$ cat src/hdl/assert_macros.svh
// Assertion macros shared by the parser RTL.
// Include by bare file name; no other dependencies.
`ifndef ASSERT_MACROS_SVH
`define ASSERT_MACROS_SVH

// Condition must hold at every clock edge outside reset.
`define CHECK_HOLDS(label, clk, rst, expr, msg) \
   label: assert property (@(posedge clk) disable iff (rst) (expr)) else $error(msg);

// Consequence must hold at the next clock edge after the trigger.
`define CHECK_NEXT(label, clk, rst, trig, expr, msg) \
   label: assert property (@(posedge clk) disable iff (rst) (trig) |=> (expr)) else $error(msg);

`endif

$ cat src/hdl/stip_pkg.sv
// Shared types, constants and character helpers of the string-to-integer parser.
// No dependencies; used by stip_ctrl, stip_dp and the top level.
package stip_pkg;

   localparam int WORD_BITS     = 32;
   localparam int BASE_BITS     = 6;
   localparam int CH_BITS       = 8;
   localparam int CONSUMED_BITS = 12;
   localparam int MAX_LEN       = 4096;
   localparam int CNT_BITS      = $clog2(MAX_LEN);
   localparam logic [CNT_BITS-1:0] CNT_MAX = CNT_BITS'(MAX_LEN - 1);
   localparam int PROD_BITS     = WORD_BITS + BASE_BITS;
   localparam int SUM_BITS      = PROD_BITS + 1;

   // Stream and register port sizes
   localparam int REQ_TDATA_BITS = CH_BITS;
   localparam int RSP_TDATA_BITS = ((WORD_BITS + CONSUMED_BITS + 7) / 8) * 8;
   localparam int RSP_PAD_BITS   = RSP_TDATA_BITS - WORD_BITS - CONSUMED_BITS;
   localparam int CSR_DATA_BITS  = 32;
   localparam int CSR_ADDR_BITS  = 3;
   localparam logic REG_NUMBER_BASE = 1'b0;

   typedef logic [1:0] sign_type;
   localparam sign_type SG_NONE  = 2'd0;
   localparam sign_type SG_PLUS  = 2'd1;
   localparam sign_type SG_MINUS = 2'd2;

   localparam logic [BASE_BITS-1:0] BASE_AUTO = BASE_BITS'(0);
   localparam logic [BASE_BITS-1:0] BASE_OCT  = BASE_BITS'(8);
   localparam logic [BASE_BITS-1:0] BASE_DEC  = BASE_BITS'(10);
   localparam logic [BASE_BITS-1:0] BASE_HEX  = BASE_BITS'(16);

   localparam logic [CH_BITS-1:0] CH_TAB      = 8'h09;
   localparam logic [CH_BITS-1:0] CH_CR       = 8'h0D;
   localparam logic [CH_BITS-1:0] CH_SPACE    = 8'h20;
   localparam logic [CH_BITS-1:0] CASE_BIT    = 8'h20;
   localparam logic [CH_BITS-1:0] CH_PLUS     = 8'h2B;
   localparam logic [CH_BITS-1:0] CH_MINUS    = 8'h2D;
   localparam logic [CH_BITS-1:0] CH_ZERO     = 8'h30;
   localparam logic [CH_BITS-1:0] CH_NINE     = 8'h39;
   localparam logic [CH_BITS-1:0] CH_LOWER_A  = 8'h61;
   localparam logic [CH_BITS-1:0] CH_LOWER_X  = 8'h78;
   localparam logic [CH_BITS-1:0] CH_LOWER_Z  = 8'h7A;
   localparam logic [CH_BITS-1:0] DIGIT_ALPHA = 8'd10;

   // Controller to datapath
   typedef struct packed {
      logic                 restart;  // zero the accumulator for this beat
      logic                 mac;      // accumulator <= accumulator * base + digit
      logic                 emit;     // load the result register
      logic                 ovf;      // result saturates to the clamp
      sign_type             sign;
      logic [BASE_BITS-1:0] base;
      logic [CNT_BITS-1:0]  count;
   } cmd_type;

   // Datapath to controller
   typedef struct packed {
      logic digit_ok;  // character is a digit below the base
      logic mac_ovf;   // taking it would pass the clamp
   } status_type;

   function automatic logic is_space(input logic [CH_BITS-1:0] c);
      return (c == CH_SPACE) || ((c >= CH_TAB) && (c <= CH_CR));
   endfunction

   // MSB flags a digit or letter, low bits carry its value
   function automatic logic [BASE_BITS:0] digit_of(input logic [CH_BITS-1:0] c);
      logic [CH_BITS-1:0] l;
      logic [BASE_BITS:0] r;
      l = c | CASE_BIT;
      r = '0;
      if ((c >= CH_ZERO) && (c <= CH_NINE)) begin
         r = {1'b1, BASE_BITS'(c - CH_ZERO)};
      end else if ((l >= CH_LOWER_A) && (l <= CH_LOWER_Z)) begin
         r = {1'b1, BASE_BITS'(l - CH_LOWER_A + DIGIT_ALPHA)};
      end
      return r;
   endfunction

   function automatic logic [WORD_BITS-1:0] clamp_of(input sign_type s);
      logic [WORD_BITS-1:0] r;
      r = '1;
      if (s == SG_MINUS) begin
         r = {1'b1, {(WORD_BITS-1){1'b0}}};
      end else if (s == SG_PLUS) begin
         r = {1'b0, {(WORD_BITS-1){1'b1}}};
      end
      return r;
   endfunction

endpackage

$ cat src/hdl/stip_ctrl.sv
// Parser controller: phase state machine, sign, latched base and character count.
// Depends on stip_pkg and assert_macros.svh; drives stip_dp through cmd_type.
`include "assert_macros.svh"

module stip_ctrl (
   input  logic                           clock,
   input  logic                           reset,
   input  logic                           step,
   input  logic [stip_pkg::CH_BITS-1:0]   ch,
   input  logic                           start,
   input  logic [stip_pkg::BASE_BITS-1:0] number_base,
   input  stip_pkg::status_type           status,
   output stip_pkg::cmd_type              cmd
);

   localparam logic [2:0] PH_IDLE   = 3'd0;
   localparam logic [2:0] PH_LEAD   = 3'd1;
   localparam logic [2:0] PH_FIRST  = 3'd2;
   localparam logic [2:0] PH_ZERO   = 3'd3;
   localparam logic [2:0] PH_DIGITS = 3'd4;
   localparam logic [2:0] PH_DONE   = 3'd5;

   logic [2:0]                     phase_ff, phase_in, phase_cur, phase_a;
   stip_pkg::sign_type             sign_ff, sign_in, sign_cur, sign_a;
   logic [stip_pkg::BASE_BITS-1:0] base_ff, base_in, base_cur, base_a, base_take;
   logic [stip_pkg::CNT_BITS-1:0]  cnt_ff, cnt_in, cnt_cur;
   logic start_now, take, first_char, adv_a, adv, mac, emit, ovf;

   assign start_now = step && start;

   // Decode the character against the current phase; no datapath status here
   always_comb begin
      phase_cur  = start_now ? PH_LEAD : phase_ff;
      sign_cur   = start_now ? stip_pkg::SG_NONE : sign_ff;
      base_cur   = start_now ? number_base : base_ff;
      cnt_cur    = start_now ? '0 : cnt_ff;
      take       = 1'b0;
      first_char = 1'b0;
      base_take  = base_cur;
      phase_a    = phase_cur;
      sign_a     = sign_cur;
      base_a     = base_cur;
      adv_a      = 1'b0;
      unique case (phase_cur)
         PH_LEAD: begin
            priority if (stip_pkg::is_space(ch)) begin
               adv_a = 1'b1;
            end else if ((ch == stip_pkg::CH_PLUS) || (ch == stip_pkg::CH_MINUS)) begin
               sign_a  = (ch == stip_pkg::CH_MINUS) ? stip_pkg::SG_MINUS : stip_pkg::SG_PLUS;
               phase_a = PH_FIRST;
               adv_a   = 1'b1;
            end else begin
               first_char = 1'b1;
            end
         end
         PH_FIRST: begin
            first_char = 1'b1;
         end
         PH_ZERO: begin
            if ((ch | stip_pkg::CASE_BIT) == stip_pkg::CH_LOWER_X) begin
               base_a  = stip_pkg::BASE_HEX;
               phase_a = PH_DIGITS;
               adv_a   = 1'b1;
            end else begin
               take = 1'b1;
               if (base_cur == stip_pkg::BASE_AUTO) base_take = stip_pkg::BASE_OCT;
            end
         end
         PH_DIGITS: begin
            take = 1'b1;
         end
         default: ;
      endcase
      if (first_char) begin
         if (((base_cur == stip_pkg::BASE_AUTO) || (base_cur == stip_pkg::BASE_HEX)) &&
             (ch == stip_pkg::CH_ZERO)) begin
            phase_a = PH_ZERO;
            adv_a   = 1'b1;
         end else begin
            take = 1'b1;
            if (base_cur == stip_pkg::BASE_AUTO) base_take = stip_pkg::BASE_DEC;
         end
      end
   end

   // Resolve digit beats with the datapath status
   always_comb begin
      phase_in = phase_ff;
      sign_in  = sign_ff;
      base_in  = base_ff;
      cnt_in   = cnt_ff;
      emit     = 1'b0;
      ovf      = 1'b0;
      mac      = 1'b0;
      adv      = 1'b0;
      if (step) begin
         phase_in = phase_a;
         sign_in  = sign_a;
         base_in  = base_a;
         cnt_in   = cnt_cur;
         adv      = adv_a;
         if (take) begin
            phase_in = PH_DIGITS;
            base_in  = base_take;
            priority if (!status.digit_ok) begin
               emit     = 1'b1;
               phase_in = PH_DONE;
            end else if (status.mac_ovf) begin
               emit     = 1'b1;
               ovf      = 1'b1;
               phase_in = PH_DONE;
            end else begin
               mac = 1'b1;
               adv = 1'b1;
            end
         end
         if (adv && (cnt_cur != stip_pkg::CNT_MAX)) begin
            cnt_in = cnt_cur + stip_pkg::CNT_BITS'(1);
         end
      end
   end

   assign cmd.restart = start_now;
   assign cmd.mac     = mac;
   assign cmd.emit    = emit;
   assign cmd.ovf     = ovf;
   assign cmd.sign    = sign_cur;
   assign cmd.base    = base_take;
   assign cmd.count   = cnt_cur;

   always_ff @(posedge clock) begin
      if (reset) begin
         phase_ff <= PH_IDLE;
         sign_ff  <= stip_pkg::SG_NONE;
         base_ff  <= '0;
         cnt_ff   <= '0;
      end else begin
         phase_ff <= phase_in;
         sign_ff  <= sign_in;
         base_ff  <= base_in;
         cnt_ff   <= cnt_in;
      end
   end

   `CHECK_NEXT(a_emit_then_done, clock, reset, cmd.emit, phase_ff == PH_DONE, "emit did not close the number")
   `CHECK_HOLDS(a_digits_have_base, clock, reset, (phase_ff != PH_DIGITS) || (base_ff != '0), "digit phase with base zero")

endmodule

$ cat src/hdl/stip_dp.sv
// Parser datapath: digit decode, multiply-add accumulator, clamp check, result register.
// Depends on stip_pkg and assert_macros.svh; commanded by stip_ctrl.
`include "assert_macros.svh"

module stip_dp (
   input  logic                               clock,
   input  logic                               reset,
   input  logic [stip_pkg::CH_BITS-1:0]       ch,
   input  stip_pkg::cmd_type                  cmd,
   output stip_pkg::status_type               status,
   input  logic                               rsp_tready,
   output logic                               rsp_tvalid,
   output logic [stip_pkg::WORD_BITS-1:0]     rsp_value,
   output logic [stip_pkg::CONSUMED_BITS-1:0] rsp_consumed,
   output logic                               rsp_overflowed
);

   logic [stip_pkg::BASE_BITS:0]          digit;
   logic [stip_pkg::WORD_BITS-1:0]        acc_ff, acc_cur, clamp, emit_mag;
   logic [stip_pkg::PROD_BITS-1:0]        prod;
   logic [stip_pkg::SUM_BITS-1:0]         sum;
   logic                                  rsp_tvalid_ff, rsp_tvalid_in;
   logic [stip_pkg::WORD_BITS-1:0]        rsp_value_ff;
   logic [stip_pkg::CONSUMED_BITS-1:0]    rsp_consumed_ff;
   logic                                  rsp_ovf_ff;

   assign digit   = stip_pkg::digit_of(ch);
   assign acc_cur = cmd.restart ? '0 : acc_ff;
   assign clamp   = stip_pkg::clamp_of(cmd.sign);

   // acc * base + digit > clamp is the exact overflow test
   assign prod = stip_pkg::PROD_BITS'(acc_cur) * stip_pkg::PROD_BITS'(cmd.base);
   assign sum  = stip_pkg::SUM_BITS'(prod) +
                 stip_pkg::SUM_BITS'(digit[stip_pkg::BASE_BITS-1:0]);

   assign status.digit_ok = digit[stip_pkg::BASE_BITS] &&
                            (digit[stip_pkg::BASE_BITS-1:0] < cmd.base);
   assign status.mac_ovf  = sum > stip_pkg::SUM_BITS'(clamp);

   assign emit_mag = cmd.ovf ? clamp : acc_cur;

   always_ff @(posedge clock) begin
      if (cmd.mac) begin
         acc_ff <= sum[stip_pkg::WORD_BITS-1:0];
      end else if (cmd.restart) begin
         acc_ff <= '0;
      end
   end

   assign rsp_tvalid_in = cmd.emit || (rsp_tvalid_ff && !rsp_tready);

   always_ff @(posedge clock) begin
      if (reset) begin
         rsp_tvalid_ff <= 1'b0;
      end else begin
         rsp_tvalid_ff <= rsp_tvalid_in;
      end
   end

   always_ff @(posedge clock) begin
      if (cmd.emit) begin
         rsp_value_ff    <= (cmd.sign == stip_pkg::SG_MINUS) ?
                            (stip_pkg::WORD_BITS'(0) - emit_mag) : emit_mag;
         rsp_consumed_ff <= (emit_mag != '0) ? stip_pkg::CONSUMED_BITS'(cmd.count) : '0;
         rsp_ovf_ff      <= cmd.ovf;
      end
   end

   assign rsp_tvalid     = rsp_tvalid_ff;
   assign rsp_value      = rsp_value_ff;
   assign rsp_consumed   = rsp_consumed_ff;
   assign rsp_overflowed = rsp_ovf_ff;

   `CHECK_HOLDS(a_no_overrun, clock, reset, !cmd.emit || !rsp_tvalid_ff || rsp_tready, "result overwritten before taken")
   `CHECK_HOLDS(a_zero_iff_empty, clock, reset, !rsp_tvalid_ff || ((rsp_value_ff == '0) == (rsp_consumed_ff == '0)), "consumed count disagrees with value")

endmodule

$ cat src/hdl/string_to_integer_parser_unit.sv
// String-to-integer parser, strtol style: one character per input beat,
// one result beat per number. Depends on stip_pkg, stip_ctrl and stip_dp.
//  - req channel: one ASCII character per beat in req_tdata; req_tuser marks
//    the first character of a new string, which clears the parse and latches
//    the base register. Characters before any start, or after a number has
//    ended, are dropped until the next start.
//  - rsp channel: one beat per number, sent when the first character that is
//    not a digit of the base arrives, or when a digit would pass the clamp
//    (then value is the clamp and rsp_tuser is set).
//  - csr port: register number_base at byte address 0; 0 selects automatic
//    0 / 0x prefix detection. It takes effect at the next string start.
//  - Throughput: one character per cycle while req_tready is high. The
//    character decode, the 32x6 multiply-add and the clamp compare of the
//    accumulator loop are all combinational.
//  - Latency: the result beat is valid the cycle after the ending character.
//  - Stall: a single result register sits on the output; req_tready stays
//    high while it is empty or being taken, and drops while a result waits
//    on a stalled receiver.
//  - Reset: synchronous; clears the parse phase, the result valid and the
//    base register, after which the block waits for a start beat.

module string_to_integer_parser_unit (
   input  logic                                clock,
   input  logic                                reset,
   // input characters
   input  logic                                req_tvalid,
   output logic                                req_tready,
   input  logic [stip_pkg::REQ_TDATA_BITS-1:0] req_tdata,  // [7:0] ch
   input  logic                                req_tuser,  // [0] start_req
   // results
   output logic                                rsp_tvalid,
   input  logic                                rsp_tready,
   output logic [stip_pkg::RSP_TDATA_BITS-1:0] rsp_tdata,  // [31:0] value, [43:32] consumed
   output logic                                rsp_tuser,  // [0] overflowed
   // register port
   input  logic                                csr_psel,
   input  logic                                csr_penable,
   input  logic                                csr_pwrite,
   input  logic [stip_pkg::CSR_ADDR_BITS-1:0]  csr_paddr,
   input  logic [stip_pkg::CSR_DATA_BITS-1:0]  csr_pwdata,
   output logic [stip_pkg::CSR_DATA_BITS-1:0]  csr_prdata,
   output logic                                csr_pready
);

   logic [stip_pkg::BASE_BITS-1:0]     number_base_ff;
   logic                               reg_sel, reg_wr, step;
   stip_pkg::cmd_type                  cmd;
   stip_pkg::status_type               status;
   logic [stip_pkg::WORD_BITS-1:0]     value;
   logic [stip_pkg::CONSUMED_BITS-1:0] consumed;

   // Register access: word index sits above the byte offset
   assign csr_pready = 1'b1;
   assign reg_sel    = csr_paddr[stip_pkg::CSR_ADDR_BITS-1] == stip_pkg::REG_NUMBER_BASE;
   assign reg_wr     = csr_psel && csr_penable && csr_pwrite && csr_pready && reg_sel;
   assign csr_prdata = reg_sel ? stip_pkg::CSR_DATA_BITS'(number_base_ff) : '0;

   always_ff @(posedge clock) begin
      if (reset) begin
         number_base_ff <= '0;
      end else if (reg_wr) begin
         number_base_ff <= csr_pwdata[stip_pkg::BASE_BITS-1:0];
      end
   end

   // Accept a character whenever the result register can take its outcome
   assign req_tready = !rsp_tvalid || rsp_tready;
   assign step       = req_tvalid && req_tready;

   stip_ctrl u_ctrl (
      .clock       (clock),
      .reset       (reset),
      .step        (step),
      .ch          (req_tdata[stip_pkg::CH_BITS-1:0]),
      .start       (req_tuser),
      .number_base (number_base_ff),
      .status      (status),
      .cmd         (cmd)
   );

   stip_dp u_dp (
      .clock          (clock),
      .reset          (reset),
      .ch             (req_tdata[stip_pkg::CH_BITS-1:0]),
      .cmd            (cmd),
      .status         (status),
      .rsp_tready     (rsp_tready),
      .rsp_tvalid     (rsp_tvalid),
      .rsp_value      (value),
      .rsp_consumed   (consumed),
      .rsp_overflowed (rsp_tuser)
   );

   // Pack value low, consumed above it, zero pad to whole bytes
   assign rsp_tdata = {{stip_pkg::RSP_PAD_BITS{1'b0}}, consumed, value};

endmodule

$ cat config.mk
export PLATFORM = sky130hd
export DESIGN_NAME = string_to_integer_parser_unit
export DESIGN_NICKNAME = d
export VERILOG_FILES = /design/src/hdl/stip_pkg.sv /design/src/hdl/stip_ctrl.sv /design/src/hdl/stip_dp.sv /design/src/hdl/string_to_integer_parser_unit.sv
export VERILOG_INCLUDE_DIRS = /design/src /design/src/hdl
export SDC_FILE = /design/constraint.sdc
export NUM_CORES = 1
export LEC_CHECK = 0
export BUFFER_PORTS_ARGS = -buffer_cell sky130_fd_sc_hd__buf_2
export CAP_MARGIN = 10
export CORE_MARGIN = 10
export CORE_UTILIZATION = 54
export CTS_CLUSTER_DIAMETER = 60
export DETAILED_ROUTE_END_ITERATION = 12
export PLACE_DENSITY = 0.76
export SETUP_SLACK_MARGIN = 0.2
export SKIP_LAST_GASP = 1
export SLEW_MARGIN = 0
export SYNTH_ARGS = -nofsm -noshare
export SYNTH_HDL_FRONTEND = slang
export SYNTH_SLANG_ARGS = --single-unit
$ cat constraint.sdc
create_clock -name clock -period 28.3 [get_ports clock]
set_clock_uncertainty 0.15 [all_clocks]
set_input_delay 1.415 -clock clock [delete_from_list [all_inputs] [get_ports clock]]
set_output_delay 1.415 -clock clock [all_outputs]
set_load 0.005 [all_outputs]
==> flow_summary.yaml <==
global_routing:
  grt_pass1_vias: 11900
  track_usage_pct: 22.3
  grt_max_degree: 109
  gr-usage-met2_pct: 36.4
  grtUsageMet1_pct: 28.5
  met3_usage_pct: 4.24
  top_usage_layer: "met2"
  grt_overflow_total: 0
  antenna_found_initial: 0
  grt_pass1_wl_um: 60800
setup_path:
  regToRegStartpoint: "u_dp.rsp_tvalid$_SDFF_PP0_"
  reg2reg_depth: 47
  cp-start-kind: "input pin"
  cp_max_fo: 108
  critical_path_arrival_ns: 14.98
  crit_end: "u_dp.rsp_consumed[11]$_SDFFCE_PN0P_"
  rrSetupSlack_ns: 14.15
  critPathKind: "input pin to flip-flop"
  critPathMaxStageDelay_ns: 0.88
  timing.rr.end: "u_dp.rsp_consumed[11]$_SDFFCE_PN0P_"
  worstPathRequired_ns: 28.28
  critPathSlowestCell: "inv_1"
  end_kind: "flip-flop"
  critPathLaunch: "rsp_tready"
sta:
  setup_violations: 0
  slew_violations: 0
  worst_pin_slew_ns: 0.993
  rsz0062_at_grt: "false"
  hold_viol_final: 0
  whs_ns: 0.342
  slew_headroom_pct: 33.7
  setup_tns_ns: 0
  fin_crit_sh_pct: 53.0
  fmax_ghz: 0.0666
  fin_crit_ns: 15.01
detailed_routing:
  viasPerCell: 6.15
  dr.pass1.iters: 6
  route.detailed.drc: 0
  vias: 12000
  drt_iter0_markers: 1516
  wl_per_cell_um: 18.8
  ant_nets: 0
  drt-total-wl_um: 36800
finish:
  drive_above_1_share_pct: 10.4
  nNetsFinal: 1932
  synthToLayoutAreaGrowth_pct: 4.96
  num-fill-cells: 2220
  diodes: 0
  fin_util_pct: 57.6
pwr:
  p_leak_uw: 0.00738
  power.total_uw: 409
  p_per_area_nw_per_um2: 28.3
  ir_drop_v: 0.0000287
logic_synthesis:
  synth.area.mux_share_pct: 2.74
  synthArstFlopShare_pct: 0
  synth_area_um2: 13800
  yosysSeqAreaShare_pct: 18.8
  synth_edf_count: 45
  synthCells: 1619
  synth_xor_area_share_pct: 3.05
  synth_common_cells: "nand2_1 (197), ha_1 (134), fa_1 (124), nor2_1 (118), inv_1 (115)"
  netlist.area_leader.share_pct: 18.0
  ys.flop_type: "dfxtp_1"
  synth_fa_ha_area_share_pct: 30.2
  yosys-top-cells-area: "fa_1 (18%), ha_1 (12%), edfxtp_1 (9.8%), dfxtp_1 (9.0%), nand2_1 (5.4%)"
  synth_compound_area_share_pct: 14.7
  yosys_warnings: 0
  synth_most_common_cell: "nand2_1"
  yosys.area_share.simple_pct: 22.5
  syn_avg_cell_area_um2: 8.51
  synth.distinct_cells: 97
  synth_top_family_by_area: "adder cells"
  ys_seq_elements: 107
  synth_top_area_cell: "fa_1"
die:
  die_w_um: 180
  fp.dieArea_um2: 32300
  coreArea_um2: 25100
  start_util_pct: 54.9
  die_height_um: 180
  ios: 135
  rows: 58
status:
  outcome: "complete, no violations"
place:
  gp_congestion: 0.934
  io_buffer_count: 75
  dp_hpwl_um: 28500
cts:
  tritoncts: "done"
  cts_hold_buf: 0
  clock_path_buffers: 2
  clk_root_buffer_cell: "clkbuf_16"
  clk_pin_slew_ns: 0.08
  cts_setup_buffers: 0
  numCtsBuffers: 9
  cts_resized: 0
  cts_max_level: 3
  clock-sinks: 107
  clkLatencyLatePin_ns: 0.37
hold_path:
  min_path_type: "flip-flop to flip-flop"
job:
  max_cap_violations: 0
==> cells in the final DEF (no fill, tap or decap), types with 16 or more instances in the layout <==
| cell | instances |
|---|---|
| nand2_1 | 197 |
| ha_1 | 134 |
| fa_1 | 124 |
| nor2_1 | 118 |
| inv_1 | 114 |
| a21oi_1 | 112 |
| and3_1 | 93 |
| buf_2 | 75 |
| o21ai_0 | 66 |
| dfxtp_1 | 62 |
| edfxtp_1 | 45 |
| nand3_1 | 41 |
| and2_1 | 35 |
| conb_1 | 31 |
| xnor2_1 | 26 |
| nor3_1 | 24 |
| xor2_1 | 22 |
| mux2_2 | 22 |
| a21o_1 | 18 |
| a31oi_1 | 17 |
| nand4_1 | 16 |
==> where the power goes <==
group	internal (uW)	total, uW	switching (uW)
Combinational	25.0	87.7	62.7
Sequential	171	175	4.41
Clock	79.3	146	66.4
==> through the flow <==
step                area, um^2  setup WS [ns]  std cells
floorplan                13900          15.98       1648
global placement         14100          13.40       1942
detailed placement       14100          13.04       1942
CTS                      14500          13.43       1958
global route             14500          12.32       1958
finish                   14500          13.29       1958
==> worst min-delay path by stage <==
stage	depth (start not counted)	to	slack [ns]	start
3_5_place_dp	2	u_ctrl.sign_ff[1]$_SDFFE_PP0N_	0.33	u_ctrl.sign_ff[1]$_SDFFE_PP0N_
6_report	2	u_ctrl.sign_ff[1]$_SDFFE_PP0N_	0.34	u_ctrl.sign_ff[1]$_SDFFE_PP0N_
5_1_grt	2	u_ctrl.cnt_ff[9]$_SDFFE_PP0N_	0.37	u_ctrl.cnt_ff[9]$_SDFFE_PP0N_
2_1_floorplan	2	u_ctrl.cnt_ff[6]$_SDFFE_PP0N_	0.30	u_ctrl.cnt_ff[6]$_SDFFE_PP0N_
4_1_cts	2	u_ctrl.sign_ff[1]$_SDFFE_PP0N_	0.34	u_ctrl.sign_ff[1]$_SDFFE_PP0N_
3_3_place_gp	2	u_ctrl.cnt_ff[6]$_SDFFE_PP0N_	0.32	u_ctrl.cnt_ff[6]$_SDFFE_PP0N_
==> per-layer routing <==
layer,vias up,part of all wire [%]
met3,92,9.0
met1,5770,41
met5,-,0
met2,598,46
met4,0,3.3
li1,5579,-
==> logic make-up (layout without fill, tap and decap cells) <==
family	Yosys count	after routing
flops	107	107
other cells	2	31
compound gates	314	314
fa+ha+maj	258	258
mux	35	35
xor+xnor	48	48
buf+inv	240	220
simple gates	615	615
==> worst max-delay path: cells and delay by family <==
| family | cells | cell delay [ns] |
|---|---|---|
| buf+inv | 5 | 2.38 |
| simple gates | 18 | 4.28 |
| xor+xnor | 1 | 0.23 |
| compound gates | 14 | 3.68 |
| fa+ha+maj | 7 | 2.93 |
==> layout make-up <==
cell class              count  area [um^2]  share of cell area [%]
clock inverters             7          106                   0.736
repair buffers             86          458                    3.17
inverters                 118          443                    3.06
clock buffers               9          225                    1.56
flip-flops and latches    107         2590                    17.9
multi-input cells        1301        10200                    70.7
well taps                 330          413                    2.86
==> sequential cells by signal (all words and copies together), names as in the netlist <==
name and count:
u_ctrl.base_ff 6, u_dp.rsp_value 32, u_dp.acc_ff 32, u_dp.rsp_tvalid 1
number_base_ff 6, u_ctrl.cnt_ff 12, u_ctrl.sign_ff 2, u_dp.rsp_overflowed 1
u_ctrl.phase_ff 3, u_dp.rsp_consumed 12
Power figures use the tool's default switching activity.
